`src/rtl/core/bertlv_pkg.sv`:
```
// ----------------------------------------------------------------------------
// BER TLV header parser package
// Request types, result codes and limits shared by the parser and its checker.
// ----------------------------------------------------------------------------
package bertlv_pkg;

  localparam int unsigned MAX_TAG_BYTES    = 4;
  localparam int unsigned MAX_LENGTH_BYTES = 4;

  localparam logic [4:0] TAG_LOW_ESCAPE = 5'h1f;

  typedef enum logic [1:0] {
    KIND_HEADER  = 2'd0,
    KIND_CONTENT = 2'd1,
    KIND_ERROR   = 2'd2
  } kind_e;

  typedef enum logic [1:0] {
    ERR_NONE      = 2'd0,
    ERR_LENGTH    = 2'd1,
    ERR_TAG_LONG  = 2'd2,
    ERR_TRUNCATED = 2'd3
  } err_e;

  typedef enum logic [4:0] {
    PH_IDENT   = 5'b00001,
    PH_TAG     = 5'b00010,
    PH_LEN0    = 5'b00100,
    PH_LENX    = 5'b01000,
    PH_CONTENT = 5'b10000
  } phase_e;

  typedef struct packed {
    logic [7:0] data_byte;
    logic       stream_end;
  } in_item_t;

  typedef struct packed {
    kind_e       kind;
    logic [1:0]  tag_class;
    logic        constructed;
    logic [27:0] tag_number;
    logic [31:0] content_length;
    logic [3:0]  header_length;
    logic [7:0]  content_byte;
    logic        element_end;
    err_e        error_code;
  } out_item_t;

endpackage

```
`src/rtl/core/ber_tlv_header_parser.sv`:
```
// The result of an accepted byte is registered in the output register.
// Throughput: one byte per cycle unless stalled; state updates in a single pass.
// A byte is refused only while a result is held and the output is stalled.
// Reset is asynchronous and returns the parser to awaiting an identifier byte.
// ----------------------------------------------------------------------------
// BER TLV header parser
// Splits a BER byte stream into header, content and error results.
// ----------------------------------------------------------------------------
module ber_tlv_header_parser
  import bertlv_pkg::*;
(
  input  logic      clk_i,
  input  logic      rst_ni,
  input  logic      in_valid_i,
  output logic      in_stall_o,
  input  in_item_t  in_data_i,
  output logic      out_valid_o,
  input  logic      out_stall_i,
  output out_item_t out_data_o
);

  phase_e      phase_q, phase_d;
  logic [1:0]  class_q, class_d;
  logic        cons_q, cons_d;
  logic [27:0] tag_q, tag_d;
  logic [2:0]  tag_seen_q, tag_seen_d;
  logic [2:0]  len_left_q, len_left_d;
  logic [31:0] len_q, len_d;
  logic [3:0]  hdr_cnt_q, hdr_cnt_d;
  logic [31:0] content_left_q, content_left_d;

  logic        out_valid_q;
  out_item_t   out_q, res_d;
  logic        emit;
  logic        accept;
  logic        clear;
  logic [7:0]  b;
  logic [6:0]  n_len;

  assign in_stall_o = out_valid_q & out_stall_i;
  assign accept     = in_valid_i & ~in_stall_o;
  assign b          = in_data_i.data_byte;
  assign n_len      = b[6:0];

  always_comb begin
    phase_d        = phase_q;
    class_d        = class_q;
    cons_d         = cons_q;
    tag_d          = tag_q;
    tag_seen_d     = tag_seen_q;
    len_left_d     = len_left_q;
    len_d          = len_q;
    hdr_cnt_d      = hdr_cnt_q;
    content_left_d = content_left_q;
    emit           = 1'b0;
    clear          = 1'b0;
    res_d          = '0;

    if (in_data_i.stream_end) begin
      if (phase_q != PH_IDENT) begin
        emit             = 1'b1;
        clear            = 1'b1;
        res_d.kind       = KIND_ERROR;
        res_d.error_code = ERR_TRUNCATED;
      end
    end else begin
      case (phase_q)
        PH_IDENT: begin
          class_d    = b[7:6];
          cons_d     = b[5];
          tag_seen_d = '0;
          hdr_cnt_d  = 4'd1;
          if (b[4:0] == TAG_LOW_ESCAPE) begin
            tag_d   = '0;
            phase_d = PH_TAG;
          end else begin
            tag_d   = {23'd0, b[4:0]};
            phase_d = PH_LEN0;
          end
        end
        PH_TAG: begin
          tag_seen_d = tag_seen_q + 3'd1;
          hdr_cnt_d  = hdr_cnt_q + 4'd1;
          tag_d      = {tag_q[20:0], b[6:0]};
          if (b[7]) begin
            if (tag_seen_d >= 3'(MAX_TAG_BYTES)) begin
              emit             = 1'b1;
              clear            = 1'b1;
              res_d.kind       = KIND_ERROR;
              res_d.error_code = ERR_TAG_LONG;
            end
          end else begin
            phase_d = PH_LEN0;
          end
        end
        PH_LEN0: begin
          hdr_cnt_d = hdr_cnt_q + 4'd1;
          if (!b[7]) begin
            len_d = {24'd0, b};
            emit  = 1'b1;
          end else if (n_len == 7'd0 || n_len > 7'(MAX_LENGTH_BYTES)) begin
            emit             = 1'b1;
            clear            = 1'b1;
            res_d.kind       = KIND_ERROR;
            res_d.error_code = ERR_LENGTH;
          end else begin
            len_left_d = n_len[2:0];
            len_d      = '0;
            phase_d    = PH_LENX;
          end
        end
        PH_LENX: begin
          hdr_cnt_d  = hdr_cnt_q + 4'd1;
          len_d      = {len_q[23:0], b};
          len_left_d = len_left_q - 3'd1;
          if (len_left_d == 3'd0) begin
            emit = 1'b1;
          end
        end
        PH_CONTENT: begin
          content_left_d = content_left_q - 32'd1;
          emit           = 1'b1;
        end
        default: begin
          clear = 1'b1;
        end
      endcase

      if (emit && res_d.kind != KIND_ERROR && phase_q != PH_CONTENT) begin
        res_d.kind           = KIND_HEADER;
        res_d.tag_class      = class_d;
        res_d.constructed    = cons_d;
        res_d.tag_number     = tag_d;
        res_d.content_length = len_d;
        res_d.header_length  = hdr_cnt_d;
        res_d.element_end    = (len_d == 32'd0);
        res_d.error_code     = ERR_NONE;
        content_left_d       = len_d;
        if (len_d == 32'd0) begin
          clear = 1'b1;
        end else begin
          phase_d = PH_CONTENT;
        end
      end else if (emit && res_d.kind != KIND_ERROR) begin
        res_d.kind           = KIND_CONTENT;
        res_d.tag_class      = class_q;
        res_d.constructed    = cons_q;
        res_d.tag_number     = tag_q;
        res_d.content_length = len_q;
        res_d.header_length  = hdr_cnt_q;
        res_d.content_byte   = b;
        res_d.element_end    = (content_left_d == 32'd0);
        res_d.error_code     = ERR_NONE;
        if (content_left_d == 32'd0) begin
          clear = 1'b1;
        end
      end
    end

    if (clear) begin
      phase_d        = PH_IDENT;
      class_d        = '0;
      cons_d         = 1'b0;
      tag_d          = '0;
      tag_seen_d     = '0;
      len_left_d     = '0;
      len_d          = '0;
      hdr_cnt_d      = '0;
      content_left_d = '0;
    end
  end

  always_ff @(posedge clk_i or negedge rst_ni) begin
    if (!rst_ni) begin
      phase_q        <= PH_IDENT;
      class_q        <= '0;
      cons_q         <= 1'b0;
      tag_q          <= '0;
      tag_seen_q     <= '0;
      len_left_q     <= '0;
      len_q          <= '0;
      hdr_cnt_q      <= '0;
      content_left_q <= '0;
      out_valid_q    <= 1'b0;
    end else begin
      if (accept) begin
        phase_q        <= phase_d;
        class_q        <= class_d;
        cons_q         <= cons_d;
        tag_q          <= tag_d;
        tag_seen_q     <= tag_seen_d;
        len_left_q     <= len_left_d;
        len_q          <= len_d;
        hdr_cnt_q      <= hdr_cnt_d;
        content_left_q <= content_left_d;
        out_valid_q    <= emit;
      end else if (!out_stall_i) begin
        out_valid_q <= 1'b0;
      end
    end
  end

  always_ff @(posedge clk_i) begin
    if (accept && emit) begin
      out_q <= res_d;
    end
  end

  assign out_valid_o = out_valid_q;
  assign out_data_o  = out_q;

endmodule

```
`config.mk`:
```
export PLATFORM = sky130hd
export DESIGN_NAME = ber_tlv_header_parser
export DESIGN_NICKNAME = d
export VERILOG_FILES = /design/src/rtl/core/bertlv_pkg.sv /design/src/rtl/core/ber_tlv_header_parser.sv
export SDC_FILE = /design/constraint.sdc
export NUM_CORES = 1
export LEC_CHECK = 0
export ABC_CLOCK_PERIOD_IN_PS = 15600
export BUFFER_PORTS_ARGS = -buffer_cell sky130_fd_sc_hd__buf_2
export CAP_MARGIN = 25
export CORE_MARGIN = 2
export CORE_UTILIZATION = 64
export DETAILED_ROUTE_END_ITERATION = 8
export GPL_TIMING_DRIVEN = 0
export PLACE_DENSITY = 0.88
export SLEW_MARGIN = 5
export SYNTH_ARGS = -nofsm -noshare
export SYNTH_HDL_FRONTEND = slang
export SYNTH_SLANG_ARGS = --single-unit
```
`constraint.sdc`:
```
create_clock -name clk_i -period 15.6 [get_ports clk_i]
set_clock_uncertainty 0.1 [all_clocks]
set_input_delay 3.9 -clock clk_i [delete_from_list [all_inputs] [get_ports clk_i]]
set_output_delay 3.9 -clock clk_i [all_outputs]
set_load 0.05 [all_outputs]
```
==> results.sh <==
export IMPL_p_leak_nw=4.454
export IMPL_synthMuxAreaShare_pct=0.3126
export IMPL_drcViolationCount=28
export IMPL_ys_async_sr_fraction_pct=58.12
export IMPL_synth_top_family_by_area="compound AO/OA/AOI/OAI gates"
export IMPL_finalSetupTns_ns=0
export IMPL_ys_seq_area_share_pct=53.93
export IMPL_busiest_layer="met2"
export IMPL_vias=9463
export IMPL_path_delay_family="buffers and inverters"
export IMPL_tritoncts="built"
export IMPL_rsz0062_at_grt="false"
export IMPL_start_kind="input port"
export IMPL_drt_pass1_iter_count=9
export IMPL_cp_cell_sequence="buf_2 -> nand2_1 -> inv_1 -> buf_2"
export IMPL_synth_compound_area_share_pct=22.00
export IMPL_cts_setup_buffers=0
export IMPL_peakVddDrop_v=0.0001010
export IMPL_postSynthNetCount=897
export IMPL_synth_seq_cells=191
export IMPL_met1_usage_pct=56.74
export IMPL_antenna_left=0
export IMPL_syn_inst=879
export IMPL_fmax_mhz=119.3
export IMPL_layout_nets=1016
export IMPL_cts_made_buffers=17
export IMPL_drt_iter0_markers=2206
export IMPL_grt_pass1_wl_um=53530
export IMPL_clock_latency_ns=0.45
export IMPL_first_global_vias=8914
export IMPL_wl_um=35330
export IMPL_place_area_sq_um=10450
export IMPL_endpoint_kind="output port"
export IMPL_finalHoldViolCount=0
export IMPL_min_period_ns=8.379
export IMPL_crit_top_cell="buf_2"
export IMPL_rows=44
export IMPL_power_density_nw_per_um2=135.5
export IMPL_power_internal_w=0.0009194
export IMPL_seqPwrFrac_pct=39.3
export IMPL_maxCapViolations=0
export IMPL_dieArea_sq_um=16010
export IMPL_ctsHoldBuffers=0
export IMPL_cpMaxStageDelayCell="buf_2"
export IMPL_io_buffers=94
export IMPL_globalRoute_totalOverflow=0
export IMPL_antenna_cells=0
export IMPL_worstSetupPathType="in2out"
export IMPL_cts_root_buffer_cell="clkbuf_16"
export IMPL_hold_ws_ns=0.3909
export IMPL_core_sq_um=14590
export IMPL_power_frac_clock_pct=30.5
export IMPL_yosysWarningCount=0
export IMPL_die_y_um=126.5
export IMPL_yosys_top_cells_area="dfrtp_1, edfxtp_1, a32o_1, nor2_1, and2_1"
export IMPL_synth_edff_count=80
export IMPL_pin_count=95
export IMPL_use_met3_pct=14.59
export IMPL_dp_hpwl_um=23950
export IMPL_clock_path_buffers=2
export IMPL_syn_area_sq_um=9607
export IMPL_fillerInstances=827
export IMPL_crit_required_ns=11.60
export IMPL_antenna_found_initial=0
export IMPL_synthSimpleGateAreaFrac_pct=17.49
export IMPL_clock_sinks=191
export IMPL_crit_buf_inv=3
export IMPL_ctsHtreeMaxLevel=4
export IMPL_yosysTopAreaCell="dfrtp_1"
export IMPL_grt_total_usage_pct=44.20
export IMPL_hold_class="reg2reg"
export IMPL_drive_gt1_share_pct=17.61
export IMPL_period_share_pct=53.71
export IMPL_place_gp_congestion=0.9883
export IMPL_routed_via_density=7.919
export IMPL_cp_slowest_stage_delay_ns=0.25
export IMPL_area_growth_pct=15.39
export IMPL_initial_core_util_pct=65.85
export IMPL_worst_pin_slew_ns=0.9967
export IMPL_violations="design-rule violations"
export IMPL_synth_fa_ha_area_share_pct=0.6512
export IMPL_combPwrFrac_pct=30.2
export IMPL_synth_avg_cell_area_sq_um=10.93
export IMPL_finalSetupViolCount=0
export IMPL_cp_data_arrival_time_ns=4.38
export IMPL_netlist_area_leader_share_pct=28.65
export IMPL_synth_xor_area_share_pct=1.003
export IMPL_switching_power_w=0.0005825
export IMPL_status="complete, but fails checks"
export IMPL_die_w_um=126.5
export IMPL_synth_ff_type="dfrtp_1"
export IMPL_cts_resized=0
export IMPL_maxSlewViolCount=0
export IMPL_grt_max_degree=83
export IMPL_synth_distinct_cells=70
export IMPL_final_cell_area_sq_um=11090
export IMPL_clkTransAtPathRegs_ns=0.08
export IMPL_grt_use_met2_pct=66.34
export IMPL_crit_fanout=3
export IMPL_switching_share_pct=38.79
export IMPL_relSlewSlack_pct=32.94
export IMPL_wire_per_inst_um=29.56
[final cells by class]
cell class | count | area [sq um] | share of cell area [%]
clock buffers | 18 | 439.2 | 3.962
flip-flops and latches | 191 | 5181 | 46.74
plain buffers | 72 | 386.6 | 3.488
inverters | 15 | 56.30 | 0.5079
multi-input cells | 601 | 4001 | 36.09
well taps | 184 | 230.2 | 2.077
clock inverters | 14 | 181.4 | 1.637
repair buffers | 100 | 609.3 | 5.497
[logic make-up after synthesis]
group | Yosys count
AOI/OAI and AO/OA | 268
muxes | 3
buffers and inverters | 87
adders and majority gates | 5
and+or+nand+nor | 314
xor gates and xnor gates | 11
DFF | 191
[Yosys cell counts (4+ instances only)]
library cell	instances
o31ai_1	10
buf_4	4
a22o_1	17
and2_1	42
o21ai_0	27
clkbuf_1	46
a31oi_1	11
or4_1	8
o2bb2ai_1	6
a32o_1	64
buf_2	9
nor2b_1	8
nor4_1	29
nor2_1	74
nand2_1	54
nand4_1	19
a22oi_1	30
xnor2_1	5
or3_1	10
nand3_1	18
xor2_1	6
o22ai_1	26
nand2b_1	8
and3_1	4
a31o_2	9
ha_1	5
inv_1	15
nor3_1	18
o41ai_1	6
dfrtp_1	110
buf_6	12
a211oi_1	4
edfxtp_1	80
a21oi_1	18
[worst paths after layout]
kind                             start                  to  slack [ns]  cells past startpoint
max reg2reg                 phase_q[2]       len_left_q[1]       10.73                     10
min reg2reg                  tag_q[27]           tag_q[27]        0.39                      1
min                          tag_q[27]           tag_q[27]        0.39                      1
max in group asynchronous       rst_ni          phase_q[0]       11.42                      2
min in group asynchronous       rst_ni  content_left_q[26]        3.22                      1
max                        out_stall_i          in_stall_o        7.22                      4
[through the flow]
step | total power [W] | worst slack (ns) | util, % | cells
after floorplan | 0.0008919 | 6.072 | - | 879
after global placement | 0.001012 | 4.477 | 70.65 | 1157
after detailed placement | 0.001025 | 7.223 | 71.66 | 1162
after CTS | 0.001477 | 7.223 | 75.91 | 1194
after global routing | 0.001531 | 7.162 | 75.99 | 1195
final | 0.001502 | 7.221 | 75.99 | 1195
[power by group through the flow]
stage,Sequential [W],Clock (W),Combinational (W)
2_1_floorplan,0.000680,0,0.000212
3_3_place_gp,0.000604,0,0.000408
3_5_place_dp,0.000599,0,0.000426
4_1_cts,0.000590,0.000454,0.000433
5_1_grt,0.000594,0.000474,0.000463
6_report,0.000591,0.000458,0.000454
[sequential cells by signal (all words and copies together) (netlist names)]
signal / flops
cons_q: 1
out_data_o: 80
tag_seen_q: 3
len_left_q: 3
len_q: 32
phase_q: 5
content_left_q: 32
hdr_cnt_q: 4
out_valid_o: 1
tag_q: 28
class_q: 2
[placed cells by master, fill, tap and decap left out, types with 6 or more instances in the layout]
cell,instances
a32o_1,64
buf_6,15
a31oi_1,11
o31ai_1,10
o2bb2ai_1,6
nor4_1,29
a22oi_1,30
clkbuf_16,17
and2_1,42
a22o_1,17
nand2_1,54
a31o_2,9
nor2_1,74
inv_8,6
nand4_1,19
clkbuf_1,46
o41ai_1,6
dfrtp_1,110
xor2_1,6
o22ai_1,26
nand2b_1,8
a21oi_1,18
buf_2,102
or3_1,10
o21ai_0,27
nor3_1,18
edfxtp_1,80
nor2b_1,8
or4_1,8
nand3_1,18
inv_1,15
[per-layer routing]
| layer | up-vias | routed length (um) |
|---|---|---|
| li1 | 3707 | - |
| met1 | 4372 | 11650 |
| met2 | 1068 | 15540 |
| met3 | 314 | 5460 |
| met4 | 2 | 2624 |
| met5 | - | 46 |
(Power assumes the default switching activity.)
